$ cat src/design/flp_pkg.sv
// shared types and constants for the flow layout placer
package flp_pkg;

  // width of the item size fields
  localparam int ITEM_BITS = 15;

  // configuration register index width and codes
  localparam int CFG_IDX_BITS = 3;

  typedef enum logic [CFG_IDX_BITS-1:0] {
    CFG_COLUMN_MODE = 3'd0,
    CFG_BOX_LEFT    = 3'd1,
    CFG_BOX_TOP     = 3'd2,
    CFG_BOX_RIGHT   = 3'd3,
    CFG_BOX_BOTTOM  = 3'd4,
    CFG_GAP_X       = 3'd5,
    CFG_GAP_Y       = 3'd6
  } cfg_idx_t;

  // one input rectangle as held in the input register
  typedef struct packed {
    logic                 final_item;
    logic [ITEM_BITS-1:0] item_height;
    logic [ITEM_BITS-1:0] item_width;
  } item_t;

endpackage

$ cat src/design/flp_cfg.sv
// configuration register file of the flow layout placer
module flp_cfg #(
  parameter int COORD_BITS = 16
) (
  input  logic                                clk,
  input  logic                                rst,
  input  logic                                cfg_valid,
  output logic                                cfg_ready,
  input  logic [flp_pkg::CFG_IDX_BITS-1:0]    cfg_index,
  input  logic [COORD_BITS-1:0]               cfg_data,
  output logic                                column_mode,
  output logic signed [COORD_BITS-1:0]        box_left,
  output logic signed [COORD_BITS-1:0]        box_top,
  output logic signed [COORD_BITS-1:0]        box_right,
  output logic signed [COORD_BITS-1:0]        box_bottom,
  output logic signed [COORD_BITS-1:0]        gap_x,
  output logic signed [COORD_BITS-1:0]        gap_y
);
  import flp_pkg::*;

  // writes are always accepted
  assign cfg_ready = 1'b1;

  // register writes, unknown indexes are dropped
  always_ff @(posedge clk) begin
    if (rst) begin
      column_mode <= 1'b0;
      box_left    <= '0;
      box_top     <= '0;
      box_right   <= '0;
      box_bottom  <= '0;
      gap_x       <= '0;
      gap_y       <= '0;
    end else if (cfg_valid && cfg_ready) begin
      unique case (cfg_idx_t'(cfg_index))
        CFG_COLUMN_MODE: column_mode <= cfg_data[0];
        CFG_BOX_LEFT:    box_left    <= cfg_data;
        CFG_BOX_TOP:     box_top     <= cfg_data;
        CFG_BOX_RIGHT:   box_right   <= cfg_data;
        CFG_BOX_BOTTOM:  box_bottom  <= cfg_data;
        CFG_GAP_X:       gap_x       <= cfg_data;
        CFG_GAP_Y:       gap_y       <= cfg_data;
        default: ;
      endcase
    end
  end

endmodule

$ cat src/design/flp_place.sv
// placement logic and layout state: cursor, line extent and running bounds
module flp_place #(
  parameter int COORD_BITS = 16
) (
  input  logic                          clk,
  input  logic                          rst,
  input  logic                          fire,
  input  flp_pkg::item_t                item,
  input  logic                          column_mode,
  input  logic signed [COORD_BITS-1:0]  box_left,
  input  logic signed [COORD_BITS-1:0]  box_top,
  input  logic signed [COORD_BITS-1:0]  box_right,
  input  logic signed [COORD_BITS-1:0]  box_bottom,
  input  logic signed [COORD_BITS-1:0]  gap_x,
  input  logic signed [COORD_BITS-1:0]  gap_y,
  output logic [COORD_BITS-1:0]         pos_x,
  output logic [COORD_BITS-1:0]         pos_y,
  output logic [COORD_BITS-1:0]         bound_left,
  output logic [COORD_BITS-1:0]         bound_top,
  output logic [COORD_BITS-1:0]         bound_right,
  output logic [COORD_BITS-1:0]         bound_bottom
);
  import flp_pkg::*;

  // inner coordinate width and a sum width that cannot overflow
  localparam int IB = COORD_BITS + 2;
  localparam int WB = ((IB > ITEM_BITS + 1) ? IB : ITEM_BITS + 1) + 2;

  localparam logic signed [WB-1:0] INNER_MAX =
    $signed({{(WB-IB+1){1'b0}}, {(IB-1){1'b1}}});
  localparam logic signed [WB-1:0] INNER_MIN = ~INNER_MAX;
  localparam logic signed [WB-1:0] OUT_MAX =
    $signed({{(WB-COORD_BITS+1){1'b0}}, {(COORD_BITS-1){1'b1}}});
  localparam logic signed [WB-1:0] OUT_MIN = ~OUT_MAX;

  function automatic logic signed [WB-1:0] ext_c(input logic signed [COORD_BITS-1:0] v);
    ext_c = $signed({{(WB-COORD_BITS){v[COORD_BITS-1]}}, v});
  endfunction

  function automatic logic signed [WB-1:0] ext_i(input logic signed [IB-1:0] v);
    ext_i = $signed({{(WB-IB){v[IB-1]}}, v});
  endfunction

  function automatic logic signed [WB-1:0] ext_u(input logic [ITEM_BITS-1:0] v);
    ext_u = $signed({{(WB-ITEM_BITS){1'b0}}, v});
  endfunction

  function automatic logic signed [IB-1:0] sat_inner(input logic signed [WB-1:0] v);
    logic signed [WB-1:0] c;
    c = (v > INNER_MAX) ? INNER_MAX : ((v < INNER_MIN) ? INNER_MIN : v);
    sat_inner = c[IB-1:0];
  endfunction

  function automatic logic [COORD_BITS-1:0] sat_out(input logic signed [IB-1:0] v);
    logic signed [WB-1:0] e;
    logic signed [WB-1:0] c;
    e = ext_i(v);
    c = (e > OUT_MAX) ? OUT_MAX : ((e < OUT_MIN) ? OUT_MIN : e);
    sat_out = c[COORD_BITS-1:0];
  endfunction

  // layout state
  logic signed [IB-1:0]        cursor_x, cursor_y;
  logic [ITEM_BITS-1:0]        line_extent;
  logic signed [IB-1:0]        bnd_l, bnd_t, bnd_r, bnd_b;
  logic                        started;

  logic signed [IB-1:0]        cursor_x_next, cursor_y_next;
  logic [ITEM_BITS-1:0]        line_extent_next;
  logic signed [IB-1:0]        bnd_l_next, bnd_t_next, bnd_r_next, bnd_b_next;

  logic signed [WB-1:0]        base_x, base_y, bl_w, bt_w, w_w, h_w, ext_w, sx_w, sy_w;
  logic [ITEM_BITS-1:0]        ext0, ext1;
  logic                        wrap_row, wrap_col;
  logic signed [IB-1:0]        px, py, rgt, btm;

  // placement of the current item
  always_comb begin
    bl_w   = ext_c(box_left);
    bt_w   = ext_c(box_top);
    base_x = started ? ext_i(cursor_x) : bl_w;
    base_y = started ? ext_i(cursor_y) : bt_w;
    ext0   = started ? line_extent : '0;
    ext_w  = ext_u(ext0);
    w_w    = ext_u(item.item_width);
    h_w    = ext_u(item.item_height);
    sx_w   = gap_x[COORD_BITS-1] ? '0 : ext_c(gap_x);
    sy_w   = gap_y[COORD_BITS-1] ? '0 : ext_c(gap_y);

    wrap_row = !column_mode && (base_x > bl_w) && (base_x + w_w > ext_c(box_right));
    wrap_col = column_mode && (base_y > bt_w) && (base_y + h_w > ext_c(box_bottom));

    if (wrap_row) begin
      px = sat_inner(bl_w);
      py = sat_inner(base_y + ext_w + sy_w);
    end else if (wrap_col) begin
      px = sat_inner(base_x + ext_w + sx_w);
      py = sat_inner(bt_w);
    end else begin
      px = sat_inner(base_x);
      py = sat_inner(base_y);
    end
    ext1 = (wrap_row || wrap_col) ? '0 : ext0;

    rgt = sat_inner(ext_i(px) + w_w);
    btm = sat_inner(ext_i(py) + h_w);

    // running bounds, restarted at the first item of a layout
    if (!started) begin
      bnd_l_next = px;
      bnd_t_next = py;
      bnd_r_next = rgt;
      bnd_b_next = btm;
    end else begin
      bnd_l_next = (px < bnd_l) ? px : bnd_l;
      bnd_t_next = (py < bnd_t) ? py : bnd_t;
      bnd_r_next = (rgt > bnd_r) ? rgt : bnd_r;
      bnd_b_next = (btm > bnd_b) ? btm : bnd_b;
    end

    // advance the cursor along the line
    if (column_mode) begin
      line_extent_next = (item.item_width > ext1) ? item.item_width : ext1;
      cursor_x_next    = px;
      cursor_y_next    = sat_inner(ext_i(py) + h_w + sy_w);
    end else begin
      line_extent_next = (item.item_height > ext1) ? item.item_height : ext1;
      cursor_x_next    = sat_inner(ext_i(px) + w_w + sx_w);
      cursor_y_next    = py;
    end
  end

  // state update on each transfer through the placement stage
  always_ff @(posedge clk) begin
    if (rst) begin
      cursor_x    <= '0;
      cursor_y    <= '0;
      line_extent <= '0;
      bnd_l       <= '0;
      bnd_t       <= '0;
      bnd_r       <= '0;
      bnd_b       <= '0;
      started     <= 1'b0;
    end else if (fire) begin
      cursor_x    <= cursor_x_next;
      cursor_y    <= cursor_y_next;
      line_extent <= line_extent_next;
      bnd_l       <= bnd_l_next;
      bnd_t       <= bnd_t_next;
      bnd_r       <= bnd_r_next;
      bnd_b       <= bnd_b_next;
      started     <= !item.final_item;
    end
  end

  // result fields, saturated to the port range
  assign pos_x        = sat_out(px);
  assign pos_y        = sat_out(py);
  assign bound_left   = sat_out(bnd_l_next);
  assign bound_top    = sat_out(bnd_t_next);
  assign bound_right  = sat_out(bnd_r_next);
  assign bound_bottom = sat_out(bnd_b_next);

endmodule

$ cat src/design/flow_layout_placer.sv
// top level of the flow layout placer: input register, placement stage, result register
//
//   channel  direction  transfer when            payload
//   s_*      in         s_tvalid & s_tready      tdata: width, height; tlast: final item
//   m_*      out        m_tvalid & m_tready      tdata: pos and bounds; tlast: final
//   cfg_*    in         cfg_valid & cfg_ready    cfg_index, cfg_data
//
// one item per cycle unless m_tready stalls; input register feeds the result register
// the layout state lives in one register set updated in the placement stage
// reset (rst, synchronous) clears config, layout state and both valid flags
// a stall on m_tready holds the result register, then the input register
module flow_layout_placer #(
  parameter int COORD_BITS = 16
) (
  input  logic                                            clk,
  input  logic                                            rst,
  input  logic                                            s_tvalid,
  output logic                                            s_tready,
  // item_width [14:0], item_height [29:15], zero pad
  input  logic [31:0]                                     s_tdata,
  // final_item
  input  logic                                            s_tlast,
  output logic                                            m_tvalid,
  input  logic                                            m_tready,
  // pos_x, pos_y, bound_left, bound_top, bound_right, bound_bottom, zero pad
  output logic [((6*COORD_BITS+7)/8)*8-1:0]               m_tdata,
  // final_out
  output logic                                            m_tlast,
  input  logic                                            cfg_valid,
  output logic                                            cfg_ready,
  input  logic [flp_pkg::CFG_IDX_BITS-1:0]                cfg_index,
  input  logic [COORD_BITS-1:0]                           cfg_data
);
  import flp_pkg::*;

  localparam int OUT_BITS = ((6*COORD_BITS+7)/8)*8;

  logic                         column_mode;
  logic signed [COORD_BITS-1:0] box_left, box_top, box_right, box_bottom, gap_x, gap_y;

  logic                         in_vld;
  item_t                        in_item;
  logic                         out_vld;
  logic [OUT_BITS-1:0]          out_data;
  logic                         out_last;
  logic                         fire;
  logic [COORD_BITS-1:0]        pos_x, pos_y, bound_left, bound_top, bound_right, bound_bottom;

  flp_cfg #(.COORD_BITS(COORD_BITS)) u_cfg (
    .clk         (clk),
    .rst         (rst),
    .cfg_valid   (cfg_valid),
    .cfg_ready   (cfg_ready),
    .cfg_index   (cfg_index),
    .cfg_data    (cfg_data),
    .column_mode (column_mode),
    .box_left    (box_left),
    .box_top     (box_top),
    .box_right   (box_right),
    .box_bottom  (box_bottom),
    .gap_x       (gap_x),
    .gap_y       (gap_y)
  );

  // the placement stage moves when the result register is free or draining
  assign fire     = in_vld && (!out_vld || m_tready);
  assign s_tready = !in_vld || fire;

  // input register
  always_ff @(posedge clk) begin
    if (rst) begin
      in_vld <= 1'b0;
    end else if (s_tready) begin
      in_vld <= s_tvalid;
    end
  end

  always_ff @(posedge clk) begin
    if (s_tvalid && s_tready) begin
      in_item.item_width  <= s_tdata[ITEM_BITS-1:0];
      in_item.item_height <= s_tdata[2*ITEM_BITS-1:ITEM_BITS];
      in_item.final_item  <= s_tlast;
    end
  end

  flp_place #(.COORD_BITS(COORD_BITS)) u_place (
    .clk          (clk),
    .rst          (rst),
    .fire         (fire),
    .item         (in_item),
    .column_mode  (column_mode),
    .box_left     (box_left),
    .box_top      (box_top),
    .box_right    (box_right),
    .box_bottom   (box_bottom),
    .gap_x        (gap_x),
    .gap_y        (gap_y),
    .pos_x        (pos_x),
    .pos_y        (pos_y),
    .bound_left   (bound_left),
    .bound_top    (bound_top),
    .bound_right  (bound_right),
    .bound_bottom (bound_bottom)
  );

  // result register
  always_ff @(posedge clk) begin
    if (rst) begin
      out_vld <= 1'b0;
    end else if (!out_vld || m_tready) begin
      out_vld <= in_vld;
    end
  end

  always_ff @(posedge clk) begin
    if (fire) begin
      out_data <= OUT_BITS'({bound_bottom, bound_right, bound_top, bound_left,
                             pos_y, pos_x});
      out_last <= in_item.final_item;
    end
  end

  assign m_tvalid = out_vld;
  assign m_tdata  = out_data;
  assign m_tlast  = out_last;

  // the placed corner lies inside the reported bounds
  a_bound_lt: assert property (@(posedge clk) disable iff (rst)
    m_tvalid |-> ($signed(m_tdata[3*COORD_BITS-1:2*COORD_BITS]) <=
                  $signed(m_tdata[COORD_BITS-1:0])) &&
                 ($signed(m_tdata[4*COORD_BITS-1:3*COORD_BITS]) <=
                  $signed(m_tdata[2*COORD_BITS-1:COORD_BITS])))
    else $error("bounds do not cover the placed corner");

  a_bound_rb: assert property (@(posedge clk) disable iff (rst)
    m_tvalid |-> ($signed(m_tdata[5*COORD_BITS-1:4*COORD_BITS]) >=
                  $signed(m_tdata[COORD_BITS-1:0])) &&
                 ($signed(m_tdata[6*COORD_BITS-1:5*COORD_BITS]) >=
                  $signed(m_tdata[2*COORD_BITS-1:COORD_BITS])))
    else $error("far bounds lie before the placed corner");

  a_in_hold: assert property (@(posedge clk) disable iff (rst)
    (in_vld && !fire) |=> in_vld && $stable(in_item))
    else $error("input register lost an item while the stage was stalled");

endmodule
$ cat config.mk
export PLATFORM = sky130hd
export DESIGN_NAME = flow_layout_placer
export DESIGN_NICKNAME = d
export VERILOG_FILES = /design/src/design/flp_pkg.sv /design/src/design/flp_cfg.sv /design/src/design/flp_place.sv /design/src/design/flow_layout_placer.sv
export SDC_FILE = /design/constraint.sdc
export NUM_CORES = 1
export LEC_CHECK = 0
export BUFFER_PORTS_ARGS = -buffer_cell sky130_fd_sc_hd__buf_4
export CAP_MARGIN = 40
export CELL_PAD_IN_SITES_DETAIL_PLACEMENT = 2
export CELL_PAD_IN_SITES_GLOBAL_PLACEMENT = 2
export CORE_MARGIN = 1
export CORE_UTILIZATION = 24
export DETAILED_ROUTE_END_ITERATION = 8
export PLACE_DENSITY_LB_ADDON = 0.1
export SKIP_LAST_GASP = 1
export SLEW_MARGIN = 0
export SYNTH_ARGS = -nofsm -noshare
export SYNTH_HDL_FRONTEND = slang
export SYNTH_SLANG_ARGS = --single-unit
$ cat constraint.sdc
create_clock -name clk -period 13.25 [get_ports clk]
set_input_delay 1.325 -clock clk [delete_from_list [all_inputs] [get_ports clk]]
set_output_delay 1.325 -clock clk [all_outputs]
set_load 0.005 [all_outputs]
Word-level counts from Yosys, hierarchy flattened --
Index checks and enable logic that the tools add are counted.
Word-level totals: register bits after elaboration 351, input bits 57, word-level logic and storage cells 155
Operators by class: add/subtract/negate cells 10, magnitude comparators 42, equal/unequal tests 6, muxes and demuxes 49, reductions and logical operators 21
Operator list (number):
- $mux W18 | 34
- $add A20 B16 Y20 | 6
- $gt A20 B18 Y1 const B | 6
- $lt A20 B18 Y1 const B | 6
- $gt A18 B16 Y1 const B | 6
- $lt A18 B16 Y1 const B | 6
- $mux W15 | 7
- $mux W16 | 6
- $gt A20 B16 Y1 | 4
- $add A19 B16 Y20 | 2
- $mux W20 | 2
- $add A18 B16 Y19 | 2
- $gt A19 B18 Y1 const B | 2
- $lt A19 B18 Y1 const B | 2
- $gt A16 B18 Y1 const B | 2
- $gt A18 B18 Y1 | 2
- $lt A16 B18 Y1 const B | 2
- $lt A18 B18 Y1 | 2
- $gt A15 B15 Y1 | 2
- $reduce_and A2 Y1 | 7
- $eq A3 B3 Y1 const B | 3
- $eq A3 B2 Y1 const B | 2
- $logic_and A1 B1 Y1 | 6
- $logic_not A1 Y1 | 4
- 3 further kinds | 5

Depth between registers and ports, before layout --
Gate-level depths: netlist of the first run.
depth after elaboration 17, gate-level depth with buffers 62

Cells and area by module --
From an unflattened synthesis of the first run, not the netlist that was laid out.
Unflattened totals: cell total of the unflattened synthesis 3173, area total of the unflattened synthesis 27488.9 sq um
By module, submodules not included:
- flp_place | instances 1, cells an instance 2694, area each 19661.4 sq um, sequential area each 2482.4 sq um
- flow_layout_placer | instances 1, cells an instance 138, area each 3947.5 sq um, sequential area each 3883.7 sq um
- flp_cfg | instances 1, cells an instance 341, area each 3880.0 sq um, sequential area each 1941.9 sq um

Least setup slack after synthesis of the first run --
No wires, ideal clock.
path kind reg-to-reg, from register u_place.started, to register out_data[85], in the netlist m_tdata[85], data pin, setup time 0.262 ns, data arrival time 11.859 ns, data required time 12.988 ns, slack 1.128 ns, stages on the path, launching flop included 59, buffers on the path 9, cells stage by stage dfxtp_1 > buf_2 > buf_1 > clkbuf_1 > buf_1 > o21ai_0 > ha_1 > nor2b_1 > o21ai_0 > a21boi_0 > o21ai_0 > a21boi_0 > o21ai_0 > a21boi_0 > o21ai_0 > a21oi_1 > a311oi_1 > nor2b_1 > (+23 left out) > o21ai_1 > o21ai_0 > ha_1 > nor2b_1 > o21a_1 > o21a_1 > o21a_1 > o21a_1 > o21bai_1 > a21oi_1 > o31ai_1 > nand4b_1 > a31oi_1 > inv_1 > clkbuf_1 > o311ai_2 > buf_2 > o21ai_0
Between the ends: word-level cells in the longest chain between the ends 16, elaborated cells on any way between the ends 36
Ends and longest elaborated chain:
- start: declaration | RTL line flp_place.sv:66 | logic started;
- start signal: assignment | RTL line flp_place.sv:152 | started <= !item.final_item;
- $mux W20 or $mux W15 (tied branches) | RTL line flp_place.sv:82, flp_place.sv:83
- $add A20 B16 Y20 (2 in a row) | RTL line flp_place.sv:95 | py = sat_inner(base_y + ext_w + sy_w);
- $lt A20 B18 Y1 | RTL line flp_place.sv:50 | c = (v > INNER_MAX) ? INNER_MAX : ((v < INNER_MIN) ? INNER_MIN : v);
- $mux W18 (2 in a row) | RTL line flp_place.sv:50
- $mux W18 | RTL line flp_place.sv:93 | if (wrap_row) begin
- $add A18 B16 Y19 | RTL line flp_place.sv:106 | btm = sat_inner(ext_i(py) + h_w);
- $lt A19 B18 Y1 | RTL line flp_place.sv:50
- $mux W18 (2 in a row) | RTL line flp_place.sv:50
- $gt A18 B18 Y1 | RTL line flp_place.sv:118 | bnd_b_next = (btm > bnd_b) ? btm : bnd_b;
- $mux W18 | RTL line flp_place.sv:118
- $mux W18 * | RTL line flp_place.sv:109 | if (!started) begin
- $lt A18 B16 Y1 | RTL line flp_place.sv:58 | c = (e > OUT_MAX) ? OUT_MAX : ((e < OUT_MIN) ? OUT_MIN : e);
- $mux W16 | RTL line flp_place.sv:58
- end signal: assignment | RTL line flow_layout_placer.sv:117 | out_data <= OUT_BITS'({bound_bottom, bound_right, bound_top, bound_left,
- end: declaration | RTL line flow_layout_placer.sv:44 | logic [OUT_BITS-1:0] out_data;
Mark *: on every way between the ends. The rest lies on a longest branch, timed or not. A chain may end at the register's enable or synchronous reset.

Worst setup path in the final report of the first run --
from register u_place.started, to register u_place.bnd_r[5]
Between the ends: word-level cells in the longest chain between the ends 15, elaborated cells on any way between the ends 33
Ends and longest elaborated chain:
- $mux W20 or $mux W15 (tied branches) | RTL line flp_place.sv:81, flp_place.sv:83
- $add A20 B16 Y20 (2 in a row) | RTL line flp_place.sv:97 | px = sat_inner(base_x + ext_w + sx_w);
- $lt A20 B18 Y1 | RTL line flp_place.sv:50
- $mux W18 (2 in a row) | RTL line flp_place.sv:50
- $mux W18 | RTL line flp_place.sv:96 | end else if (wrap_col) begin
- $mux W18 | RTL line flp_place.sv:93
- $add A18 B16 Y19 | RTL line flp_place.sv:105 | rgt = sat_inner(ext_i(px) + w_w);
- $lt A19 B18 Y1 | RTL line flp_place.sv:50
- $mux W18 (2 in a row) | RTL line flp_place.sv:50
- $gt A18 B18 Y1 | RTL line flp_place.sv:117 | bnd_r_next = (rgt > bnd_r) ? rgt : bnd_r;
- $mux W18 | RTL line flp_place.sv:117
- $mux W18 * | RTL line flp_place.sv:109
- end signal: assignment | RTL line flp_place.sv:150 | bnd_r <= bnd_r_next;
- end: declaration | RTL line flp_place.sv:65 | logic signed [IB-1:0] bnd_l, bnd_t, bnd_r, bnd_b;
Marked as above.

==> results.txt, run 1 <==
- The flow ran to the end, and the final reports show no timing, DRC or antenna violations.
- The clock net in this run drives a total of 351 sinks.
- Final nets: 3,808
- Number of pins exceeding their max-slew limit in the final report: 0
- For the pin with the worst max-slew slack, the measured transition is 0.8786 ns.
- The core region is 0.1096 sq mm.
- Static leakage: 13.55 nW
* Delay-heaviest family, CP: compound AO/OA/AOI/OAI gates
- The netlist uses 97 different library cells.
* Detailed-router iteration count before antenna repair: 8
- Data on the critical path is required at its endpoint by 13.80 ns.
- Bufs and invs on worst path: 6
* Portion of synthesized cell area occupied by the leading cell type: 16.73%
- In this run the count of I/O pins placed on the die edge is 157.
- Iteration-0 DRC count of the detailed router: 1,365
* Clock tree from TritonCTS: done
- Vias per std cell: 5.000
* Most common cell after layout, fill and taps aside: nand2_1
* Slowest stage delay, CP: 0.53 ns
- Final non-filler cell area: 0.03192 sq mm
* Post-synthesis cell count: 3,222
- Filler Cell Count: 12.52k
* Achievable frequency: 0.08152 GHz
- The top cell types in the final layout, fill and taps aside, are nand2_1, a21oi_1, inv_1.
* Clk pin slew, worst setup/hold paths: 0.06 ns
* Vias in the first global route: 26.52k
* Routability congestion estimate: 0.8775
* Total wirelength of the detailed-routed design: 120,500 microns
* Worst setup SP type: flip-flop
- Entering global routing, the biggest net connects 75 pins.
- For this design, the CTS-stage hold fixing added 0 buffers.
* Library cell used as clock root buffer: clkbuf_16
* First-pass GRT wire length: 177,700 microns
- Cell Area, Synth: 0.02669 sq mm
- Post-synthesis sequential element count: 351
- Syn Nets: 3,611
- Among the stages of the critical path, the cell type that occurs most often is a21oi_1.
- Synth async-reset ratio: 0%
* Initial antenna violation count: 3
* Synthesis warning total: 0
- Yosys mapped a number of flops with a built-in enable equal to 128.
- Post-route clock skew: 0.02333 ns
* Fraction of layout instances using a drive strength above 1: 12.93%
- The die is 335.5 microns tall.
* H-tree levels: 2
- Once detail routing completed, the nets flagged for antenna violations numbered 0.
- Final number of setup-violating endpoints: 0
- The die covers 0.1126 sq mm.
* Number of buffers inserted during clock tree synthesis: 49
* Effective utilization at floorplan: 24.35%
- Count of final hold-check violations: 0
- Averaged over all synthesized cells, the footprint is 8.284 sq um.
* Relative max-transition margin: 40.80%
* Sequential cell area fraction in the yosys report: 31.13%
- Global routing consumed, over all layers together, 21.23% of the routing resources.
* Routed via count: 24.68k
- CP max stage cell: dfxtp_4
- Ranking of synthesized cells by area: dfxtp_1, edfxtp_1, ha_1, nand2_1, a21oi_1
- Relative to the synthesized area, the layout overhead comes to 19.58%.
- Worst min path class: flip-flop to flip-flop
* Path type of the worst setup path: flip-flop to flip-flop
* Fraction of the cycle the final worst path needs: 92.59%
- After floorplanning, the core was divided into 121 placement rows.
* Final total power: 6.787 mW
* Cell area reported after detailed placement: 0.03018 sq mm
- Largest area contributor in the synthesized netlist: dfxtp_1
- Endpoint type of the worst setup path: flip-flop
- Post-Route Hold Slack: 0.4541 ns
* Maximum fanout encountered on the critical timing path: 24
* Count of input and output buffers: 153
- After detailed routing, the number of remaining DRC violations is 0.
* Maximum clock insertion buffer count: 3
- The floorplan step set the die width to 335.5 microns.
- Among all flip-flop cells after synthesis, the most frequent one is dfxtp_1.
- Dividing the detail-routed wire length by the instance count gives 24.42 microns.
* DPL Wire Length: 95,400 microns
* Clock insertion delay at the later pin of the skew report: 0.65 ns
- In this run the power density over the cells is 212.6 mW/mm^2.
- Crit path DAT: 12.81 ns
- The worst path in the final design needs a cycle of 12.27 ns, including I/O delays and setup.
* Worst VDD drop: 0.08439 mV
- Across the run, the number of max-cap violations was 0.
- RSZ-0062 raised after global routing: yes
* Grt total ovfl: 0
==> worst register-to-register path, delay by kind of cell, from the launching register on <==
family	cells	cell delay [ns]
AO/OA/AOI/OAI	30	6.07
XOR/XNOR	1	0.17
adder cells (fa/ha/maj)	5	1.54
buffers and inverters	6	1.38
flip-flops	1	0.53
multiplexers	2	0.71
AND/OR/NAND/NOR	11	1.77
==> Yosys cell counts, types with 12 or more instances <==
cell type	n
nand2_1	446
a21oi_1	327
inv_1	322
ha_1	298
dfxtp_1	223
o21ai_0	201
nor2_1	150
edfxtp_1	128
clkbuf_1	101
a21o_1	99
xnor2_1	79
mux2i_1	61
nand3_1	57
nand2b_1	55
o211ai_1	50
o21a_1	43
nand4_1	36
nor2b_1	36
xor2_1	35
fa_1	34
nor3_1	34
mux2_2	31
o21ai_1	29
a211oi_1	28
and3_1	21
buf_2	19
o21bai_1	19
o22ai_1	17
or3_1	17
a311oi_1	12
==> per-stage QoR <==
step,utilization (%),TNS (ns),worst slack [ns],instances
after detailed placement,27.53,0,0.009587,4839
after CTS,29.01,0,0.2027,4929
after global routing,29.12,-0.07796,-0.05621,4934
after floorplan,-,0,1.128,3222
final,29.12,0,0.9823,4936
after global placement,27.42,0,0.5478,4831
==> cells by family (layout without fill, tap and decap cells) <==
family,count (synthesis),after routing,share of synthesized area (%)
other cells,1,3,0.01405
mux,92,92,3.595
xor+xnor,114,114,3.741
simple gates,909,909,15.62
flops,351,351,31.13
fa+ha+maj,336,336,16.68
compound gates,961,961,22.60
buf+inv,458,694,6.614
==> sequential cells by signal, summed over array words and instances, names as in the netlist, 18 cells and up <==
name	cells
u_place.cursor_y	18
u_place.bnd_l	18
in_item	31
u_place.bnd_b	18
m_tdata	96
u_place.cursor_x	18
u_place.bnd_r	18
u_place.bnd_t	18
==> power breakdown <==
group	total, mW	switching [mW]	internal [mW]
Clock	1.38	0.574	0.804
Sequential	1.53	0.112	1.42
Combinational	3.88	2.33	1.55
Total	6.79	3.01	3.78
==> worst paths after layout <==
path | from | to | slack [ns] | cells after the start
worst max-delay path | u_place.started | u_place.bnd_r[5] | 0.98 | 55
worst min-delay path | u_place.cursor_y[11] | u_place.cursor_y[11] | 0.45 | 2
worst max register to register | u_place.started | u_place.bnd_r[5] | 0.98 | 55
worst min register to register | u_place.cursor_y[11] | u_place.cursor_y[11] | 0.45 | 2
==> what timing repair did <==
item                                    in CTS  in global routing
endpoints found under the setup margin       5                 70
pin swaps                                    0                  2
setup buffers                                0                  5
gates resized for setup                      1                 10
==> routing by layer <==
metal  track usage (%)  part of all wire, %  routed length (microns)  vias to the layer above
met3             2.333                  3.5                     4261                       97
met2             33.01                   43                    52030                      408
met1             31.07                   51                    61720                    12400
li1                  -                    -                        -                    11780
met4             4.848                  2.1                     2502                        0
met5                 0                    0                        0                        -
==> cell type report <==
type,count,area (sq um),area share (%)
antenna,2,5.005,0.01568
clock buffer,66,1330,4.167
clock inverter,24,280.3,0.8781
inverter,327,1232,3.861
multi-input combinational,2413,16700,52.33
sequential,351,8313,26.04
tap,1476,1847,5.786
timing repair buffer,277,2208,6.919
Note: power is estimated with default switching activity, not from simulation.
==> run 2, diff against run 1 <==
--- a/config.mk
+++ b/config.mk
@@ -10,7 +10,8 @@
 export CELL_PAD_IN_SITES_DETAIL_PLACEMENT = 2
 export CELL_PAD_IN_SITES_GLOBAL_PLACEMENT = 2
 export CORE_MARGIN = 1
-export CORE_UTILIZATION = 24
+export CORE_UTILIZATION = 39
+export CTS_BUF_LIST = sky130_fd_sc_hd__clkbuf_4
 export DETAILED_ROUTE_END_ITERATION = 8
 export PLACE_DENSITY_LB_ADDON = 0.1
 export SKIP_LAST_GASP = 1
==> run 2 against run 1 <==
Effect of this change:
- clock-buffer cell count grew 97
- first-iteration DRC count grew 15%
- largest cell class unchanged
- critical path type unchanged
- final cell count shrank 10%
- critical endpoint is now m_tdata[93]
- combinational power grew 2%
- core utilization grew 17 points
- register-to-register slack gained 0.02 ns
- routed wire length shrank 2.4%
- setup slack gained 0.023 ns
- flip-flop and latch count is the same
==> results.txt, run 2 (synthesis results as in run 1) <==
* Outcome: completed
- Maximum number of pins on one net before global-route repair: 91 (+21%)
- Vertical die dimension: 263.6 microns (-21%)
* Grt total ovfl: 0 (unchanged)
* Bufs and invs on worst path: 5 (-1)
* Power Density: 215.2 mW/mm^2 (+1.2%)
- The slack of the critical path came to 1.005 ns (+0.02261 ns).
- Flip-flop count of the largest register, all copies and words added: 96 (unchanged)
* Chip width: 263.6 microns (-21%)
- In the layout the commonest cells are nand2_1, a21oi_1, inv_1.
- Achievable frequency: 0.08167 GHz (+0.18%)
- Maximum clock insertion buffer count: 3 (unchanged)
- The total detailed-routing wirelength came to 117,600 microns (-2.4%).
- Global-route total usage across every layer: 33.27% (+12 points)
- The cell leakage power is 13.59 nW (+0.33%).
- Total die area: 0.06949 sq mm (-38%)
- The arrival time of the worst setup path is 12.91 ns (+0.10 ns).
* Relative max-transition margin: 40.00% (-0.80 points)
- TritonCTS built the clock tree.
- The clock latency on the worst-skew pair was 0.95 ns (+0.30 ns).
* Initial antenna violation count: 3 (unchanged)
- Count of input and output buffers: 153 (unchanged)
- Worst VDD drop: 0.08227 mV (-2.5%)
- The max-slew violation count is 0 (unchanged).
- The number of max-capacitance violations reported came to 0 (unchanged).
- Delay-heaviest family, CP: compound AO/OA/AOI/OAI gates
- Number of remaining DRC errors: 0 (unchanged)
- The via count normalized by instance count is 5.902 (+18%).
- The post-route core utilization came to 45.90% (+17 points).
- Endpoint type of the worst setup path: flip-flop
- The total power of the final layout is 6.657 mW (-1.9%).
* Clock sink total: 351 (unchanged)
- The H-tree depth reported by CTS came to 3 (+1).
- The number of global-route vias before repair came to 28.33k (+6.8%).
* CP max stage cell: a222oi_1
- Path type of the worst setup path: flip-flop to flip-flop
- WL per Instance: 26.50 microns (+8.5%)
* Fraction of the cycle the final worst path needs: 92.42% (-0.17 points)
- Worst setup SP type: flip-flop
- Worst min path class: flip-flop to flip-flop
- The area of the core was 0.06740 sq mm (-39%).
- Post-route clock skew: 0.06135 ns (+0.03802 ns)
- The cell sitting at the root of the clock tree is a clkbuf_4.
* Most used cell along the critical path: o21ai_0
* Cell count of the worst reg-to-reg path: 52 (-5.5%)
- Worst R2R Start: u_place.started
- The number of design-rule violations left by the first detailed-router iteration was 1,569 (+15%).
* First-pass GRT wire length: 175,900 microns (-1.0%)
* Filler Cell Count: 7,646 (-39%)
- Worst reg2reg endpoint: m_tdata[93]
- The final RePlAce weighted congestion came to 0.9291 (+5.9%).
* Final sum of negative setup slack: 0 ns (unchanged)
- The pre-CTS setup slack came to 0.01667 ns (+0.007083 ns).
- The number of buffers created by CTS was 106 (+120%).
* Most common cell after layout, fill and taps aside: nand2_1
* Clk pin slew, worst setup/hold paths: 0.07 ns (about the same)
* Shortest period the worst path allows: 12.25 ns (-0.02261 ns)
- The required arrival time at the worst endpoint was 13.92 ns (+0.12 ns).
- Post-route ant nets: 0 (unchanged)
- Count of final hold-check violations: 0 (unchanged)
* RSZ-0062 raised after global routing: no
- Worst hold path endpoint: u_cfg.box_right[4]
- The number of rows created at floorplan came to 95 (-21%).
* Layout Area Growth over Synthesis: 15.90%
- The iteration count of the initial detailed-routing pass is 7 (-1).
- Routed via count: 26.20k (+6.2%)
- Hold Crit Depth: 2 (unchanged)
* DPL Wire Length: 90,220 microns (-5.4%)
- Slack of the worst reg-to-reg path: 1.00 ns (+0.02 ns)
- Effective utilization at floorplan: 39.60% (+15 points)
* Transition time at the pin with the least slew margin: 0.9000 ns (+0.02133 ns)
- The share of final-layout standard cells stronger than drive strength 1 is 15.46% (+2.5 points).
- In this run the most critical hold path is launched from u_cfg.box_right[4].
* Slowest stage delay, CP: 0.50 ns (-0.03 ns)
* Final number of setup-violating endpoints: 0 (unchanged)
- The maximum fanout count along the critical path came to 26 (+8.3%).
- Final nets: 3,862 (+1.4%)
- The number of placed I/O pins came to 157 (unchanged).
-- run 2: worst register-to-register path, delay by kind of cell (launching register included) --
kind,cells,cell delay (ns)
DFF,1,0.42
and+or+nand+nor,11,1.81
xor gates and xnor gates,1,0.18
adders and majority gates,4,1.37
AOI/OAI and AO/OA,31,7.10
buffers and inverters,5,1.11
-- run 2: report_power, final --
part / switching [mW] / internal (mW)
combinational: 2.41 / 1.55
clock: 0.578 / 0.568
sequential: 0.122 / 1.42
-- run 2: worst max path at each step --
| stage | cells after the start | slack, ns | start | end |
|---|---|---|---|---|
| final | 52 | 1.00 | u_place.started | m_tdata[93] |
| after global routing | 56 | 0.02 | u_place.started | m_tdata[87] |
| after CTS | 55 | 0.07 | u_place.started | m_tdata[93] |
| after detailed placement | 51 | 0.02 | u_place.started | m_tdata[93] |
| after global placement | 50 | 0.54 | u_place.started | m_tdata[83] |
| after floorplan | 58 | 1.13 | u_place.started | m_tdata[85] |
-- run 2: metrics by stage --
step / hold WS, ns / instances / area [sq um]
floorplan: 0.4248 / 3222 / 26690
global placement: 0.4418 / 4221 / 29230
detailed placement: 0.4485 / 4234 / 29390
CTS: 0.4601 / 4433 / 30810
global route: 0.4807 / 4438 / 30930
finish: 0.4581 / 4439 / 30940
-- run 2: final cells by class --
type	instances	area (sq um)	share of cell area [%]
multi-input cells	2413	16710	54.01
flip-flops and latches	351	8313	26.87
repair buffers	274	2173	7.025
inverters	327	1232	3.984
clock buffers	163	1224	3.956
well taps	873	1092	3.531
clock inverters	36	187.7	0.6067
diodes	2	5.005	0.01618
-- run 2: routing by layer --
| layer | global-route usage (%) | wire length (microns) | share of wire (%) | vias up |
|---|---|---|---|---|
| met2 | 55.05 | 54450 | 46 | 713 |
| met3 | 4.078 | 5578 | 4.7 | 204 |
| li1 | - | - | - | 11940 |
| met5 | 0 | 0 | 0 | - |
| met4 | 12.53 | 4305 | 3.7 | 0 |
| met1 | 44.16 | 53280 | 45 | 13350 |
-- run 2: repair_timing --
| action | in CTS | in global routing |
|---|---|---|
| pin swaps | 0 | 1 |
| resized for setup | 1 | 16 |
| endpoints found under the setup margin | 21 | 81 |
| buffers inserted | 0 | 3 |
| hold buffers | 0 | 0 |
